File: src/rtl/gmpw_pkg.sv
// Package for the glyph mask pixel writer: widths, register codes, config struct,
// pipeline stage struct and the pixel format helpers. No dependencies.
`default_nettype none

package gmpw_pkg;

  localparam int MAX_DIM = 2048;
  localparam int CFG_W   = 12;
  localparam int DIM_W   = $clog2(MAX_DIM);
  localparam int CMP_W   = (DIM_W + 1 > CFG_W) ? DIM_W + 1 : CFG_W;
  localparam int POS_W   = CMP_W + 1;
  localparam int OFS_W   = 24;
  localparam int PIX_W   = 32;
  localparam int BYTES_W = 3;
  localparam int COV_W   = 8;
  localparam int IDX_W   = 3;

  typedef enum logic [IDX_W-1:0] {
    CFG_ORIGIN_X     = 3'd0,
    CFG_ORIGIN_Y     = 3'd1,
    CFG_GLYPH_WIDTH  = 3'd2,
    CFG_GLYPH_HEIGHT = 3'd3,
    CFG_SCREEN_WIDTH = 3'd4,
    CFG_SCREEN_HEIGHT= 3'd5,
    CFG_PIXEL_MODE   = 3'd6,
    CFG_DRAW_COLOR   = 3'd7
  } cfg_idx_e;

  typedef enum logic [1:0] {
    PIX_8BPP  = 2'd0,
    PIX_565   = 2'd1,
    PIX_32BPP = 2'd2,
    PIX_NONE  = 2'd3
  } pix_mode_e;

  typedef struct packed {
    logic signed [CFG_W-1:0] origin_x;
    logic signed [CFG_W-1:0] origin_y;
    logic [CFG_W-1:0]        glyph_width;
    logic [CFG_W-1:0]        glyph_height;
    logic [CFG_W-1:0]        screen_width;
    logic [CFG_W-1:0]        screen_height;
    pix_mode_e               pixel_mode;
    logic [PIX_W-1:0]        draw_color;
  } cfg_t;

  typedef struct packed {
    logic                    valid;
    logic                    draw;
    logic signed [POS_W-1:0] x;
    logic signed [POS_W-1:0] y;
  } stg_t;

  localparam logic [CFG_W-1:0] RST_GLYPH_W  = CFG_W'(1);
  localparam logic [CFG_W-1:0] RST_GLYPH_H  = CFG_W'(1);
  localparam logic [CFG_W-1:0] RST_SCREEN_W = CFG_W'(800);
  localparam logic [CFG_W-1:0] RST_SCREEN_H = CFG_W'(480);

  // glyph dimension as used by the counters: zero acts as one, clamp at MAX_DIM
  function automatic logic [CMP_W-1:0] eff_dim(input logic [CFG_W-1:0] v);
    logic [CMP_W-1:0] r;
    if (v == '0) begin
      r = CMP_W'(1);
    end else if (int'(v) > MAX_DIM) begin
      r = CMP_W'(MAX_DIM);
    end else begin
      r = CMP_W'(v);
    end
    return r;
  endfunction

  function automatic logic [PIX_W-1:0] rgb565(input logic [PIX_W-1:0] c);
    return {16'h0, c[23:19], c[15:10], c[7:3]};
  endfunction

endpackage

`default_nettype wire

File: src/rtl/gmpw_if.sv
// Channel interfaces of the glyph mask pixel writer: mask input, pixel write output
// and register write port. Depends on gmpw_pkg.
`default_nettype none

interface gmpw_in_if import gmpw_pkg::*; ();
  logic             valid;
  logic             ready;
  logic [COV_W-1:0] coverage;
  logic             glyph_start;

  modport source (output valid, coverage, glyph_start, input ready);
  modport sink   (input valid, coverage, glyph_start, output ready);
endinterface

interface gmpw_out_if import gmpw_pkg::*; ();
  logic               valid;
  logic               ready;
  logic [OFS_W-1:0]   byte_offset;
  logic [PIX_W-1:0]   pixel_value;
  logic [BYTES_W-1:0] write_bytes;

  modport source (output valid, byte_offset, pixel_value, write_bytes, input ready);
  modport sink   (input valid, byte_offset, pixel_value, write_bytes, output ready);
endinterface

interface gmpw_cfg_if import gmpw_pkg::*; ();
  logic             valid;
  logic             ready;
  cfg_idx_e         index;
  logic [PIX_W-1:0] data;

  modport source (output valid, index, data, input ready);
  modport sink   (input valid, index, data, output ready);
endinterface

`default_nettype wire

File: src/rtl/gmpw_cfg_regs.sv
// Register file for the glyph mask pixel writer configuration.
// Depends on gmpw_pkg and gmpw_cfg_if.
`default_nettype none

module gmpw_cfg_regs import gmpw_pkg::*; (
  input  wire logic   clk_i,
  input  wire logic   rst_ni,
  gmpw_cfg_if.sink    cfg_i,
  output cfg_t        cfg_o
);

  cfg_t cfg_q, cfg_d;

  assign cfg_i.ready = 1'b1;

  always_comb begin
    cfg_d = cfg_q;
    if (cfg_i.valid) begin
      unique case (cfg_i.index)
        CFG_ORIGIN_X:      cfg_d.origin_x      = cfg_i.data[CFG_W-1:0];
        CFG_ORIGIN_Y:      cfg_d.origin_y      = cfg_i.data[CFG_W-1:0];
        CFG_GLYPH_WIDTH:   cfg_d.glyph_width   = cfg_i.data[CFG_W-1:0];
        CFG_GLYPH_HEIGHT:  cfg_d.glyph_height  = cfg_i.data[CFG_W-1:0];
        CFG_SCREEN_WIDTH:  cfg_d.screen_width  = cfg_i.data[CFG_W-1:0];
        CFG_SCREEN_HEIGHT: cfg_d.screen_height = cfg_i.data[CFG_W-1:0];
        CFG_PIXEL_MODE:    cfg_d.pixel_mode    = pix_mode_e'(cfg_i.data[1:0]);
        CFG_DRAW_COLOR:    cfg_d.draw_color    = cfg_i.data;
        default:           cfg_d               = cfg_q;
      endcase
    end
  end

  always_ff @(posedge clk_i or negedge rst_ni) begin
    if (!rst_ni) begin
      cfg_q.origin_x      <= '0;
      cfg_q.origin_y      <= '0;
      cfg_q.glyph_width   <= RST_GLYPH_W;
      cfg_q.glyph_height  <= RST_GLYPH_H;
      cfg_q.screen_width  <= RST_SCREEN_W;
      cfg_q.screen_height <= RST_SCREEN_H;
      cfg_q.pixel_mode    <= PIX_565;
      cfg_q.draw_color    <= '0;
    end else begin
      cfg_q <= cfg_d;
    end
  end

  assign cfg_o = cfg_q;

endmodule

`default_nettype wire

File: src/rtl/gmpw_walker.sv
// Mask walker: column/row counters and the input stage register holding the
// screen position of each accepted mask byte. Depends on gmpw_pkg and gmpw_in_if.
`default_nettype none

module gmpw_walker import gmpw_pkg::*; (
  input  wire logic  clk_i,
  input  wire logic  rst_ni,
  input  cfg_t       cfg_i,
  gmpw_in_if.sink    mask_i,
  input  wire logic  stg_ready_i,
  output stg_t       stg_o
);

  logic [DIM_W-1:0]        col_q, col_d;
  logic [DIM_W-1:0]        row_q, row_d;
  logic                    valid_q, valid_d;
  logic                    draw_q, draw_d;
  logic signed [POS_W-1:0] x_q, x_d;
  logic signed [POS_W-1:0] y_q, y_d;

  logic                    stage_ready;
  logic                    accept;
  logic [DIM_W-1:0]        col_cur, row_cur;
  logic [CMP_W-1:0]        col_inc, row_inc;
  logic [CMP_W-1:0]        gw, gh;
  logic signed [POS_W-1:0] org_x_ext, org_y_ext;

  assign stage_ready  = !valid_q || stg_ready_i;
  assign mask_i.ready = stage_ready;
  assign accept       = mask_i.valid && stage_ready;

  assign gw        = eff_dim(cfg_i.glyph_width);
  assign gh        = eff_dim(cfg_i.glyph_height);
  assign org_x_ext = POS_W'(cfg_i.origin_x);
  assign org_y_ext = POS_W'(cfg_i.origin_y);

  always_comb begin
    col_cur = mask_i.glyph_start ? '0 : col_q;
    row_cur = mask_i.glyph_start ? '0 : row_q;
    col_inc = CMP_W'(col_cur) + CMP_W'(1);
    row_inc = CMP_W'(row_cur) + CMP_W'(1);

    col_d   = col_q;
    row_d   = row_q;
    valid_d = valid_q;
    draw_d  = draw_q;
    x_d     = x_q;
    y_d     = y_q;

    if (stage_ready) begin
      valid_d = mask_i.valid;
    end
    if (accept) begin
      draw_d = mask_i.coverage != '0;
      x_d    = org_x_ext + $signed({1'b0, (POS_W-1)'(col_cur)});
      y_d    = org_y_ext + $signed({1'b0, (POS_W-1)'(row_cur)});
      if (col_inc >= gw) begin
        col_d = '0;
        row_d = (row_inc >= gh) ? '0 : row_inc[DIM_W-1:0];
      end else begin
        col_d = col_inc[DIM_W-1:0];
        row_d = row_cur;
      end
    end
  end

  always_ff @(posedge clk_i or negedge rst_ni) begin
    if (!rst_ni) begin
      col_q   <= '0;
      row_q   <= '0;
      valid_q <= 1'b0;
    end else begin
      col_q   <= col_d;
      row_q   <= row_d;
      valid_q <= valid_d;
    end
  end

  always_ff @(posedge clk_i) begin
    draw_q <= draw_d;
    x_q    <= x_d;
    y_q    <= y_d;
  end

  assign stg_o.valid = valid_q;
  assign stg_o.draw  = draw_q;
  assign stg_o.x     = x_q;
  assign stg_o.y     = y_q;

  a_start_at_origin: assert property (@(posedge clk_i) disable iff (!rst_ni)
    accept && mask_i.glyph_start |=> x_q == $past(org_x_ext) && y_q == $past(org_y_ext))
    else $error("glyph start did not place pixel at origin");

  a_stage_drain: assert property (@(posedge clk_i) disable iff (!rst_ni)
    $fell(valid_q) |-> $past(stg_ready_i))
    else $error("stage dropped a transaction");

  a_stage_hold: assert property (@(posedge clk_i) disable iff (!rst_ni)
    valid_q && !stg_ready_i |=> valid_q && $stable(x_q) && $stable(y_q) && $stable(draw_q))
    else $error("stalled stage changed");

endmodule

`default_nettype wire

File: src/rtl/gmpw_pixel_gen.sv
// Pixel generator: clipping, offset multiply, color conversion and the output
// register. Depends on gmpw_pkg and gmpw_out_if.
`default_nettype none

module gmpw_pixel_gen import gmpw_pkg::*; (
  input  wire logic  clk_i,
  input  wire logic  rst_ni,
  input  cfg_t       cfg_i,
  input  stg_t       stg_i,
  output logic       stg_ready_o,
  gmpw_out_if.source wr_o
);

  logic               valid_q, valid_d;
  logic [OFS_W-1:0]   offset_q, offset_d;
  logic [PIX_W-1:0]   value_q, value_d;
  logic [BYTES_W-1:0] bytes_q, bytes_d;

  logic               on_screen;
  logic               hit;
  logic [CFG_W-1:0]   x12, y12;
  logic [2*CFG_W-1:0] prod;
  logic [OFS_W-1:0]   pix_idx;
  logic [OFS_W-1:0]   ofs_mode;
  logic [PIX_W-1:0]   val_mode;
  logic [BYTES_W-1:0] bytes_mode;

  assign stg_ready_o = !valid_q || wr_o.ready;

  assign x12 = stg_i.x[CFG_W-1:0];
  assign y12 = stg_i.y[CFG_W-1:0];

  assign on_screen = !stg_i.x[POS_W-1] && !stg_i.y[POS_W-1]
                   && (stg_i.x < $signed({1'b0, (POS_W-1)'(cfg_i.screen_width)}))
                   && (stg_i.y < $signed({1'b0, (POS_W-1)'(cfg_i.screen_height)}));
  assign hit = stg_i.draw && on_screen && (cfg_i.pixel_mode != PIX_NONE);

  assign prod    = y12 * cfg_i.screen_width;
  assign pix_idx = OFS_W'(prod) + OFS_W'(x12);

  always_comb begin
    unique case (cfg_i.pixel_mode)
      PIX_8BPP: begin
        ofs_mode   = pix_idx;
        val_mode   = {24'h0, cfg_i.draw_color[7:0]};
        bytes_mode = BYTES_W'(1);
      end
      PIX_565: begin
        ofs_mode   = {pix_idx[OFS_W-2:0], 1'b0};
        val_mode   = rgb565(cfg_i.draw_color);
        bytes_mode = BYTES_W'(2);
      end
      PIX_32BPP: begin
        ofs_mode   = {pix_idx[OFS_W-3:0], 2'b00};
        val_mode   = cfg_i.draw_color;
        bytes_mode = BYTES_W'(4);
      end
      default: begin
        ofs_mode   = '0;
        val_mode   = '0;
        bytes_mode = '0;
      end
    endcase
  end

  always_comb begin
    valid_d  = valid_q;
    offset_d = offset_q;
    value_d  = value_q;
    bytes_d  = bytes_q;
    if (stg_ready_o) begin
      valid_d = stg_i.valid && hit;
      if (stg_i.valid && hit) begin
        offset_d = ofs_mode;
        value_d  = val_mode;
        bytes_d  = bytes_mode;
      end
    end
  end

  always_ff @(posedge clk_i or negedge rst_ni) begin
    if (!rst_ni) begin
      valid_q <= 1'b0;
    end else begin
      valid_q <= valid_d;
    end
  end

  always_ff @(posedge clk_i) begin
    offset_q <= offset_d;
    value_q  <= value_d;
    bytes_q  <= bytes_d;
  end

  assign wr_o.valid       = valid_q;
  assign wr_o.byte_offset = offset_q;
  assign wr_o.pixel_value = value_q;
  assign wr_o.write_bytes = bytes_q;

  a_bytes_legal: assert property (@(posedge clk_i) disable iff (!rst_ni)
    valid_q |-> bytes_q == BYTES_W'(1) || bytes_q == BYTES_W'(2) || bytes_q == BYTES_W'(4))
    else $error("illegal store size");

  a_8bpp_value: assert property (@(posedge clk_i) disable iff (!rst_ni)
    valid_q && bytes_q == BYTES_W'(1) |-> value_q[PIX_W-1:8] == '0)
    else $error("8 bpp value wider than a byte");

  a_aligned: assert property (@(posedge clk_i) disable iff (!rst_ni)
    valid_q && bytes_q != BYTES_W'(1) |-> !offset_q[0]
      && (bytes_q != BYTES_W'(4) || !offset_q[1]))
    else $error("misaligned store offset");

endmodule

`default_nettype wire

File: src/rtl/glyph_mask_pixel_writer.sv
// Glyph mask pixel writer: turns a stream of coverage bytes into framebuffer writes.
// Usage:
//   mask_i  - one coverage byte per transaction, row-major over the glyph;
//             glyph_start restarts the column/row counters at the glyph top-left.
//   wr_o    - one write per nonzero byte whose pixel lies on screen: byte offset
//             (y*screen_width+x)*bytes, converted pixel value and store size.
//             Zero bytes, clipped pixels and pixel mode 3 give no transaction.
//   cfg_i   - register writes (index 0..7), always ready; write only while idle.
// Path: a write reaches wr_o from its accepted byte through the input stage register,
// then the output register.
// Throughput: one byte per cycle while wr_o is ready; the counter update and one 12x12 multiply
// each fit in a single stage.
// Reset: counters clear to zero, registers return to their defaults, both
// stages empty. No clearing pass.
// Stall: when wr_o is held off, the output register keeps its write and the
// input stage still takes one more byte if it is empty; mask_i.ready stays low
// while the stage is full, until the output drains.
// Depends on gmpw_pkg, gmpw_if, gmpw_cfg_regs, gmpw_walker, gmpw_pixel_gen.
`default_nettype none

module glyph_mask_pixel_writer import gmpw_pkg::*; (
  input  wire logic  clk_i,
  input  wire logic  rst_ni,
  gmpw_in_if.sink    mask_i,
  gmpw_out_if.source wr_o,
  gmpw_cfg_if.sink   cfg_i
);

  cfg_t cfg;
  stg_t stg;
  logic stg_ready;

  gmpw_cfg_regs u_cfg (
    .clk_i  (clk_i),
    .rst_ni (rst_ni),
    .cfg_i  (cfg_i),
    .cfg_o  (cfg)
  );

  gmpw_walker u_walker (
    .clk_i       (clk_i),
    .rst_ni      (rst_ni),
    .cfg_i       (cfg),
    .mask_i      (mask_i),
    .stg_ready_i (stg_ready),
    .stg_o       (stg)
  );

  gmpw_pixel_gen u_pixel (
    .clk_i       (clk_i),
    .rst_ni      (rst_ni),
    .cfg_i       (cfg),
    .stg_i       (stg),
    .stg_ready_o (stg_ready),
    .wr_o        (wr_o)
  );

endmodule

`default_nettype wire

File: src/flat_wrapper.sv
// flat-port wrapper written by rule: the top's interface ports become plain ports
module glyph_mask_pixel_writer_flat import gmpw_pkg::*;
  (clk_i, rst_ni, mask_i_valid, mask_i_coverage, mask_i_glyph_start, mask_i_ready, wr_o_valid, wr_o_byte_offset, wr_o_pixel_value, wr_o_write_bytes, wr_o_ready, cfg_i_valid, cfg_i_index, cfg_i_data, cfg_i_ready);
  gmpw_in_if mask_i_i ();
  gmpw_out_if wr_o_i ();
  gmpw_cfg_if cfg_i_i ();
  input  wire logic clk_i;
  input  wire logic rst_ni;
  input wire logic [$bits(mask_i_i.valid)-1:0] mask_i_valid;
  input wire logic [$bits(mask_i_i.coverage)-1:0] mask_i_coverage;
  input wire logic [$bits(mask_i_i.glyph_start)-1:0] mask_i_glyph_start;
  output wire logic [$bits(mask_i_i.ready)-1:0] mask_i_ready;
  output wire logic [$bits(wr_o_i.valid)-1:0] wr_o_valid;
  output wire logic [$bits(wr_o_i.byte_offset)-1:0] wr_o_byte_offset;
  output wire logic [$bits(wr_o_i.pixel_value)-1:0] wr_o_pixel_value;
  output wire logic [$bits(wr_o_i.write_bytes)-1:0] wr_o_write_bytes;
  input wire logic [$bits(wr_o_i.ready)-1:0] wr_o_ready;
  input wire logic [$bits(cfg_i_i.valid)-1:0] cfg_i_valid;
  input wire logic [$bits(cfg_i_i.index)-1:0] cfg_i_index;
  input wire logic [$bits(cfg_i_i.data)-1:0] cfg_i_data;
  output wire logic [$bits(cfg_i_i.ready)-1:0] cfg_i_ready;
  assign mask_i_i.valid = mask_i_valid;
  assign mask_i_i.coverage = mask_i_coverage;
  assign mask_i_i.glyph_start = mask_i_glyph_start;
  assign mask_i_ready = mask_i_i.ready;
  assign wr_o_valid = wr_o_i.valid;
  assign wr_o_byte_offset = wr_o_i.byte_offset;
  assign wr_o_pixel_value = wr_o_i.pixel_value;
  assign wr_o_write_bytes = wr_o_i.write_bytes;
  assign wr_o_i.ready = wr_o_ready;
  assign cfg_i_i.valid = cfg_i_valid;
  assign cfg_i_i.index = cfg_i_index;
  assign cfg_i_i.data = cfg_i_data;
  assign cfg_i_ready = cfg_i_i.ready;
  glyph_mask_pixel_writer u_core (.clk_i(clk_i), .rst_ni(rst_ni), .mask_i(mask_i_i), .wr_o(wr_o_i), .cfg_i(cfg_i_i));
endmodule
File: config.mk
export PLATFORM = sky130hd
export DESIGN_NAME = glyph_mask_pixel_writer_flat
export DESIGN_NICKNAME = d
export VERILOG_FILES = /design/src/rtl/gmpw_pkg.sv /design/src/rtl/gmpw_if.sv /design/src/rtl/gmpw_cfg_regs.sv /design/src/rtl/gmpw_walker.sv /design/src/rtl/gmpw_pixel_gen.sv /design/src/rtl/glyph_mask_pixel_writer.sv /design/src/flat_wrapper.sv
export SDC_FILE = /design/constraint.sdc
export NUM_CORES = 1
export LEC_CHECK = 0
export BUFFER_PORTS_ARGS = -buffer_cell sky130_fd_sc_hd__buf_2
export CORE_MARGIN = 2
export CORE_UTILIZATION = 45
export CTS_CLUSTER_SIZE = 25
export DETAILED_ROUTE_END_ITERATION = 10
export REMOVE_ABC_BUFFERS = 1
export SLEW_MARGIN = 20
export SYNTH_ARGS = -nofsm -noshare
export SYNTH_HDL_FRONTEND = slang
export SYNTH_SLANG_ARGS = --single-unit
export TNS_END_PERCENT = 100
File: constraint.sdc
create_clock -name clk_i -period 8 [get_ports clk_i]
set_clock_uncertainty 0.05 [all_clocks]
set_input_delay 0.4 -clock clk_i [delete_from_list [all_inputs] [get_ports clk_i]]
set_output_delay 0.4 -clock clk_i [all_outputs]
set_load 0.05 [all_outputs]
== Yosys cells after proc, flatten, opt, wreduce, memory -nomap -nowiden ==
Cells that the tools add are included.
Operators by class
  add/subtract/negate cells: 5
  multipliers: 1
  magnitude comparators: 6
  equality and inequality tests: 10
  mux-type cells: 12
  reductions and logical operators: 27
Operators with widths (number)
  one-hot mux 32 bit (3 select lines): 1
  one-hot mux 24 bit (3 select lines): 1
  two-way mux 11 bit: 5
  two-way mux 12 bit: 4
  adder 12 x 12 -> 13 bit: 2
  < comparator 13 bit: 2
  adder 11 x 1 -> 12 bit (second input constant): 2
  adder 24 x 12 -> 24 bit: 1
  >= comparator 12 bit: 2
  > comparator 12 bit (second input constant): 2
  zero test 12 bit: 2
  multiplier 12 x 12 -> 24 bit: 1
  AND reduction 2 bit: 9
  == test 3 bit (second input constant): 4
  one-hot mux 3 bit (3 select lines): 1
  nonzero test 8 bit: 1
  logical AND 1 bit: 7
  == test 3 x 2 -> 1 bit (second input constant): 2
  zero test 1 bit: 4
  == test 3 x 1 -> 1 bit (second input constant): 1
  zero test 3 bit: 1
  == test 2 x 1 -> 1 bit (second input constant): 1
  == test 2 bit (second input constant): 1
  zero test 2 bit: 1
  other kinds (2): 3
Word-level totals
  flip-flop bits (word level): 216
  bits of input ports: 49
  output and inout bits: 62
  word-level logic and storage cells: 79

== Depth between registers and ports, before layout ==
Gate-level depths: netlist (run 1).
  depth in word-level cells: 8
  depth in mapped cells: 21

== Modules after synthesis ==
A second synthesis (run 1) with hierarchy kept.
Second synthesis, totals
  cells, all modules: 1566
  area, all modules: 16590.9 µm²
By module, submodules not included
  gmpw_pixel_gen: times used 1, cells each 922, area each 8552.0 µm², sequential area each 1796.7 µm²
  gmpw_cfg_regs: times used 1, cells each 231, area each 4200.3 µm², sequential area each 2665.1 µm²
  gmpw_walker: times used 1, cells each 413, area each 3838.7 µm², sequential area each 1386.3 µm²

== Worst setup path after synthesis (run 1) ==
No wires, ideal clock.
  path type: register to register
  start: reg u_core.u_cfg.cfg_q, in the netlist u_core.u_cfg.cfg_o[51]
  end: reg u_core.u_pixel.offset_q[22], in the netlist u_core.u_pixel.wr_o.byte_offset[22] (data pin)
  setup time: 273 ps
  arrival time: 5592 ps
  data required time: 7677 ps
  setup slack: 2085 ps
  stages on the path, launching flop included: 20
  path buffers: 1
  cells stage by stage: dfstp_2 > clkbuf_1 > nand2_1 > fa_1 > fa_1 > fa_1 > inv_1 > fa_1 > inv_1 > fa_1 > inv_1 > ha_1 > o21ai_0 > nor2_1 > or4_1 > o22a_1 > a311o_1 > nor3b_1 > nor3_2 > o221ai_1
On the way
  cells in the longest elaborated chain, start to end: 3
Ends and longest elaborated chain
  from (decl): RTL line gmpw_cfg_regs.sv:12  | cfg_t cfg_q, cfg_d;
  from (signal assigned): RTL line gmpw_cfg_regs.sv:44  | cfg_q <= cfg_d;
  multiplier 12 x 12 -> 24 bit: RTL line gmpw_pixel_gen.sv:38  | assign prod = y12 * cfg_i.screen_width;
  adder 24 x 12 -> 24 bit: RTL line gmpw_pixel_gen.sv:39  | assign pix_idx = OFS_W'(prod) + OFS_W'(x12);
  one-hot mux 24 bit (3 select lines): RTL line gmpw_pixel_gen.sv:42  | unique case (cfg_i.pixel_mode)
  named net u_core.u_pixel.ofs_mode[22]: RTL line gmpw_pixel_gen.sv:24  | logic [OFS_W-1:0] ofs_mode;
  to (signal assigned): RTL line gmpw_pixel_gen.sv:90  | offset_q <= offset_d;
  to (decl): RTL line gmpw_pixel_gen.sv:15  | logic [OFS_W-1:0] offset_q, offset_d;
The timed path passes the listed nets, and every way through them passes these cells.
A chain may end at the register's enable or synchronous reset.

== Final worst setup path (run 1) ==
  start: reg u_core.u_walker.y_q[7]
  end: reg u_core.u_pixel.offset_q[22], in the netlist u_core.u_pixel.wr_o.byte_offset[22] (data pin)
On the way
  cells in the longest elaborated chain, start to end: 3
Ends and longest elaborated chain
  from (decl): RTL line gmpw_walker.sv:19  | logic signed [POS_W-1:0] y_q, y_d;
  from (signal assigned): RTL line gmpw_walker.sv:82  | y_q <= y_d;
  multiplier 12 x 12 -> 24 bit: RTL line gmpw_pixel_gen.sv:38
  adder 24 x 12 -> 24 bit: RTL line gmpw_pixel_gen.sv:39
  one-hot mux 24 bit (3 select lines): RTL line gmpw_pixel_gen.sv:42
  named net u_core.u_pixel.ofs_mode[22]: RTL line gmpw_pixel_gen.sv:24
The timed path passes the listed nets, and every way through them passes these cells.

==> impl_metrics.tcl, run 1 <==
set metrics [dict create \
    cp_common_cell "fa_1" \
    yosys.area_share.simple_pct 14.62 \
    synthToLayoutAreaGrowth_pct 11.21 \
    synth.avg_cell_area_um2 10.27 \
    critical_path.cell_chain "and2_1, fa_1, inv_1, fa_1, inv_1, fa_1, fa_1, inv_1, fa_1, inv_1, ha_1, a211oi_2, nor2_1, or4_1, o22a_1, a311o_1, nor3b_1, nor3_2, o221ai_1" \
    syn_area_mm2 0.01627 \
    synth.top_cell.area_share_pct 18.46 \
    tightest_slew_ps 981.9 \
    drt_pass1_iterations 4 \
    first_iter_violations 374 \
    grt_util_all_layers_pct 20.03 \
    grtUsageMet2_pct 33.68 \
    synthAdderAreaFrac_pct 24.60 \
    async_flop_share_pct 60.19 \
    cts_tree "yes" \
    io_pins 111 \
    post_cts_buffers 0 \
    slew_viol_final 0 \
    fill_cells 3333 \
    synth_cell_types 65 \
    place_inst 2101 \
    end_kind "flip-flop" \
    rows 69 \
    initial_utilization_pct 45.73 \
    min_path_type "in -> reg" \
    cp.required_ps 8220 \
    globalplace.congestion 0.8382 \
    fin_tns_setup_ps 0 \
    drive_gt1_share_pct 16.13 \
    cts_buffers 27 \
    start_kind "flip-flop" \
    synth_xor_area_share_pct 2.638 \
    dieArea_mm2 0.03768 \
    synth_area_leaders "dfrtp_1 18%, edfxtp_1 16%, fa_1 14%" \
    final_area_mm2 0.01809 \
    critical_path_class "reg -> reg" \
    busiest_layer "met2" \
    portBuffers 109 \
    finalCritPeriodShare_pct 78.05 \
    synth_compound_area_share_pct 8.977 \
    multi_input_area_mm2 0.009407 \
    grt_pass1_vias 11710 \
    clkTransAtPathRegs_ps 60 \
    hpwl_um 27330 \
    drc 0 \
    dp_slack_ps 1792 \
    max_freq_ghz 0.1602 \
    postSynthCellCount 1584 \
    synth_area_leader_cell "dfrtp_1" \
    ant_nets 0 \
    cp_slowest_cell "edfxtp_1" \
    synth_top_family_by_area "adder cells" \
    outcome "finished, final reports clean" \
    yosys_warnings 0 \
    clockBufferDepth 3 \
    die_x_um 194.1 \
    seqCellArea_mm2 0.005848 \
    setup_viol 0 \
    antenna_found_initial 0 \
    critPathMaxFanout 13 \
    fin_nets 1972 \
    ys_ff_latch 216 \
    wl_per_cell_um 16.98 \
    clock_latency_ps 560 \
    die_height_um 194.1 \
    rsz0062_at_grt "false" \
    synth_top_flop_cell "dfrtp_1" \
    overflow 0 \
    cp_slowest_stage_delay_ps 580 \
    cts_root_buf "clkbuf_16" \
    grt_max_degree 68 \
    placeableCoreArea_mm2 0.03557 \
    grt_pass1_wl_um 61010 \
    htree_levels 1 \
    drv_cap 0 \
    use_met3_pct 2.400 \
    synthMuxAreaShare_pct 6.815 \
    worst_ep_arrival_time_ps 6460 \
    period_needed_ps 6244 \
    ys_seq_area_share_pct 35.95 \
    met1_usage_pct 27.31 \
    worst_slack_ps 1756 \
    stdcell_count 2153 \
    place_area_mm2 0.01725 \
    hold_violations 0 \
    vias 11260 \
    wirelength_um 36570 \
    diodes 0 \
    clock_sinks 216 \
    slew_headroom_pct 34.47 \
    vias_per_cell 5.229 \
    synth-edff-count 86 \
]
-- through the flow --
step                      util [%]  hold slack (ps)
final                        50.85            23.01
after global routing         50.85            13.12
after global placement       48.49            392.5
after CTS                    50.85            1.958
after detailed placement     48.49            398.2
after floorplan                  -            54.41
-- cell usage in the layout (no fill, tap or decap), types with 22 or more instances in the layout --
cell / n
a21oi_1: 45
a22o_1: 22
and2_1: 92
and3_1: 25
buf_2: 108
clkbuf_16: 27
dfrtp_1: 120
edfxtp_1: 86
fa_1: 113
ha_1: 139
inv_1: 212
mux2_2: 94
nand2_1: 173
nand3_1: 24
nor2_1: 56
nor2b_1: 24
o21ai_0: 61
xnor2_1: 26
xor2_1: 23
-- cell usage after synthesis, drive strengths merged, types with 4 or more instances --
| cell type | instances |
|---|---|
| nor3 | 15 |
| nor3b | 6 |
| nand4 | 8 |
| a22o | 22 |
| or3 | 7 |
| a21oi | 45 |
| o21ai | 62 |
| inv | 212 |
| dfrtp | 120 |
| o21a | 6 |
| a211oi | 5 |
| a21o | 19 |
| dfstp | 10 |
| nor2b | 24 |
| fa | 113 |
| buf | 5 |
| edfxtp | 86 |
| a211o | 4 |
| mux2 | 94 |
| xnor2 | 26 |
| a31oi | 12 |
| xor2 | 23 |
| nand3 | 24 |
| nand3b | 4 |
| clkbuf | 57 |
| nor4 | 6 |
| nor2 | 56 |
| and2 | 92 |
| nand2b | 17 |
| nand2 | 173 |
| mux2i | 5 |
| and3 | 25 |
| ha | 139 |
| o22ai | 4 |
| a22oi | 9 |
| a21boi | 7 |
-- metal layers --
layer  vias to the layer above  routed length [um]
met4                         0                 981
met3                        51                1141
met2                       172               17150
li1                       5505                   -
met1                      5530               17290
met5                         -                   0
-- area by class of cell --
| cell class | count | area share, % |
|---|---|---|
| clock buffer | 34 | 3.991 |
| clock inverter | 16 | 0.5534 |
| inverter | 212 | 4.399 |
| multi-input combinational | 1094 | 52.00 |
| sequential | 216 | 32.33 |
| tap | 461 | 3.189 |
| timing repair buffer | 120 | 3.535 |
-- critical path, delay by kind of cell (launching register included) --
kind                     cells  cell delay (ps)
AND/OR/NAND/NOR              5             1080
buffers and inverters        4              190
AO/OA/AOI/OAI                4             1130
adder cells (fa/ha/maj)      6             2910
flip-flops                   1              580
-- worst paths after layout --
| kind | startpoint | endpoint | slack (ps) | cells after the start |
|---|---|---|---|---|
| worst min-delay path | cfg_i_data[31] | u_core.u_cfg.cfg_o[31] | 20 | 2 |
| worst max register to register | u_core.u_walker.y_q[7] | u_core.u_pixel.wr_o.byte_offset[22] | 1760 | 19 |
| min in group asynchronous | rst_ni | u_core.u_cfg.cfg_o[71] | 360 | 2 |
| worst min register to register | u_core.u_walker.col_q[7] | u_core.u_walker.col_q[7] | 450 | 2 |
| worst max-delay path | u_core.u_walker.y_q[7] | u_core.u_pixel.wr_o.byte_offset[22] | 1760 | 19 |
| max in group asynchronous | rst_ni | u_core.u_cfg.cfg_o[69] | 6200 | 3 |
-- flip-flops by register name, indices dropped and copies added, names as in the netlist, 3 cells and up --
register,count
u_core.u_walker.y_q,13
u_core.u_walker.x_q,13
u_core.u_cfg.cfg_o,106
u_core.u_pixel.wr_o.write_bytes,3
u_core.u_pixel.wr_o.byte_offset,24
u_core.u_pixel.wr_o.pixel_value,32
u_core.u_walker.col_q,11
u_core.u_walker.row_q,11
-- what timing repair did --
item	in CTS	in global routing
endpoints found under the setup margin	0	0
hold buffers	2	0
resized for setup	0	0
endpoints found under the hold margin	63	0
-- cells by family (layout without fill, tap and decap cells) --
family                   after synthesis  in the layout
AO/OA/AOI/OAI                        221            221
XOR/XNOR                              49             49
adder cells (fa/ha/maj)              252            252
buffers and inverters                274            382
flip-flops                           216            216
multiplexers                          99             99
other                                  1              1
AND/OR/NAND/NOR                      472            472
Power of run 1 is left out: the tool's default activity adds up to more than one toggle a clock period on the data nets, which glitch-free logic cannot reach.
==> run 2: changes to the inputs <==
clock period = 5.5 ns   (was 8 ns; I/O delays follow)
==> run 2 against run 1 <==
Compared with the run above:
- the run now ends with negative setup slack left
- die area did not move
- core utilization up 3.4 points
- register-to-register slack worse by 2000 ps
- worst hold slack improved by 57 ps
- clock-buffer cell count is 2 higher
- flip-flop and latch count unchanged
- critical path depth fell by 2
- largest cell class unchanged
==> impl_metrics.tcl, run 2 (synthesized netlist as in run 1, its figures left out) <==
set metrics [dict create \
    setup_viol 10 \
    slew_headroom_pct 29.96 \
    critPathMaxFanout 4 \
    grt_pass1_vias 12400 \
    clock_latency_ps 530 \
    vias 11770 \
    wirelength_um 38410 \
    end_kind "flip-flop" \
    synthToLayoutAreaGrowth_pct 18.72 \
    outcome "complete, but fails checks" \
    place_inst 2178 \
    dp_slack_ps -393.8 \
    fill_cells 3173 \
    slew_viol_final 0 \
    diodes 0 \
    place_area_mm2 0.01782 \
    min_path_type "in -> reg" \
    overflow 0 \
    period_needed_ps 5730 \
    io_pins 111 \
    wl_per_cell_um 16.94 \
    clockBufferDepth 3 \
    start_kind "flip-flop" \
    stdcell_count 2267 \
    die_x_um 194.1 \
    grt_pass1_wl_um 63140 \
    portBuffers 109 \
    cp.required_ps 5690 \
    first_iter_violations 452 \
    dieArea_mm2 0.03768 \
    critical_path_class "reg -> reg" \
    worst_ep_arrival_time_ps 5920 \
    fin_nets 2088 \
    antenna_found_initial 0 \
    ant_nets 0 \
    clock_sinks 216 \
    rows 69 \
    most-common-layout-cells "206 x inv_1, 172 x nand2_1, 133 x ha_1" \
    cts_buffers 25 \
    finalCritPeriodShare_pct 104.2 \
    cts_root_buf "clkbuf_16" \
    placeableCoreArea_mm2 0.03557 \
    drv_cap 0 \
    tightest_slew_ps 1049 \
    largest_reg_flops 106 \
    hpwl_um 28560 \
    drive_gt1_share_pct 22.70 \
    final_common_cell "inv_1" \
    die_height_um 194.1 \
    reg2reg_depth 17 \
    grt_util_all_layers_pct 20.74 \
    violations "negative setup slack" \
    hold_violations 0 \
    worst_slack_ps -229.6 \
    drt_pass1_iterations 7 \
    grt_max_degree 93 \
    clkTransAtPathRegs_ps 60 \
    final_area_mm2 0.01931 \
    cts_tree "yes" \
    rsz0062_at_grt "true" \
    htree_levels 1 \
    vias_per_cell 5.190 \
    globalplace.congestion 0.8646 \
    whs_path_depth 3 \
    initial_utilization_pct 45.73 \
    drc 0 \
    max_freq_ghz 0.1745 \
]
run 2: changes by cell type in the layout (fill, tap and decap cells not counted), sizes merged:
cell,previous run,this run
dlygate4sd3,2,25
bufinv,0,2
clkbuf,34,36
clkinv,12,6
inv,214,213
buf,118,213
clkinvlp,2,1
run 2: cell type report:
| class | count | area (um2) | area share, % |
|---|---|---|---|
| clock buffers | 36 | 737.0 | 3.816 |
| clock inverters | 10 | 103.9 | 0.5378 |
| inverters | 212 | 795.8 | 4.121 |
| multi-input cells | 1094 | 9610 | 49.77 |
| flip-flops and latches | 216 | 5849 | 30.29 |
| well taps | 461 | 576.8 | 2.987 |
| repair buffers | 238 | 1637 | 8.475 |
run 2: repair_timing:
item	in CTS	in global routing
setup endpoints to repair	12	14
gates resized for setup	35	27
buffers inserted	11	7
hold buffers	25	0
pin swaps	26	11
hold endpoints to repair	105	0
run 2: path summary, 6_finish.rpt:
check                                  startpoint                                  end  slack [ps]
setup reg to reg           u_core.u_walker.y_q[6]  u_core.u_pixel.wr_o.byte_offset[22]        -230
max in group asynchronous                  rst_ni               u_core.u_cfg.cfg_o[58]        3990
min in group asynchronous                  rst_ni               u_core.u_cfg.cfg_o[98]         380
setup / recovery           u_core.u_walker.y_q[6]  u_core.u_pixel.wr_o.byte_offset[22]        -230
hold reg to reg            u_core.u_cfg.cfg_o[24]               u_core.u_cfg.cfg_o[24]         450
hold / removal                      cfg_i_data[5]               u_core.u_cfg.cfg_o[51]          80
run 2: layer usage:
metal | track usage [%] | routed length (um) | vias up
li1 | - | - | 5718
met1 | 26.94 | 17190 | 5791
met2 | 36.38 | 18710 | 186
met3 | 2.261 | 1308 | 70
met4 | 6.481 | 1208 | 0
met5 | 0 | 0 | -
run 2: critical path, cell delays in order (launching register included):
cell	delay, ps
edfxtp_1	490
buf_6	180
buf_4	140
and2_1	150
fa_1	480
fa_1	570
fa_1	440
fa_1	550
inv_1	60
fa_1	520
inv_1	40
ha_1	210
or4_1	470
o22a_1	270
a311oi_1	280
nor3_1	90
xnor2_1	280
o221ai_1	170
run 2: per-stage QoR:
step           setup TNS (ps)  util (%)  hold WS, ps
2_1_floorplan           -4656         -       -70.59
3_3_place_gp            -1856     50.11        398.5
3_5_place_dp            -2827     50.11        402.7
4_1_cts                 -1072     53.86        46.33
5_1_grt                 -3544     54.29        87.69
6_report                -1448     54.29        79.68
Power of run 2 is left out for the same reason.
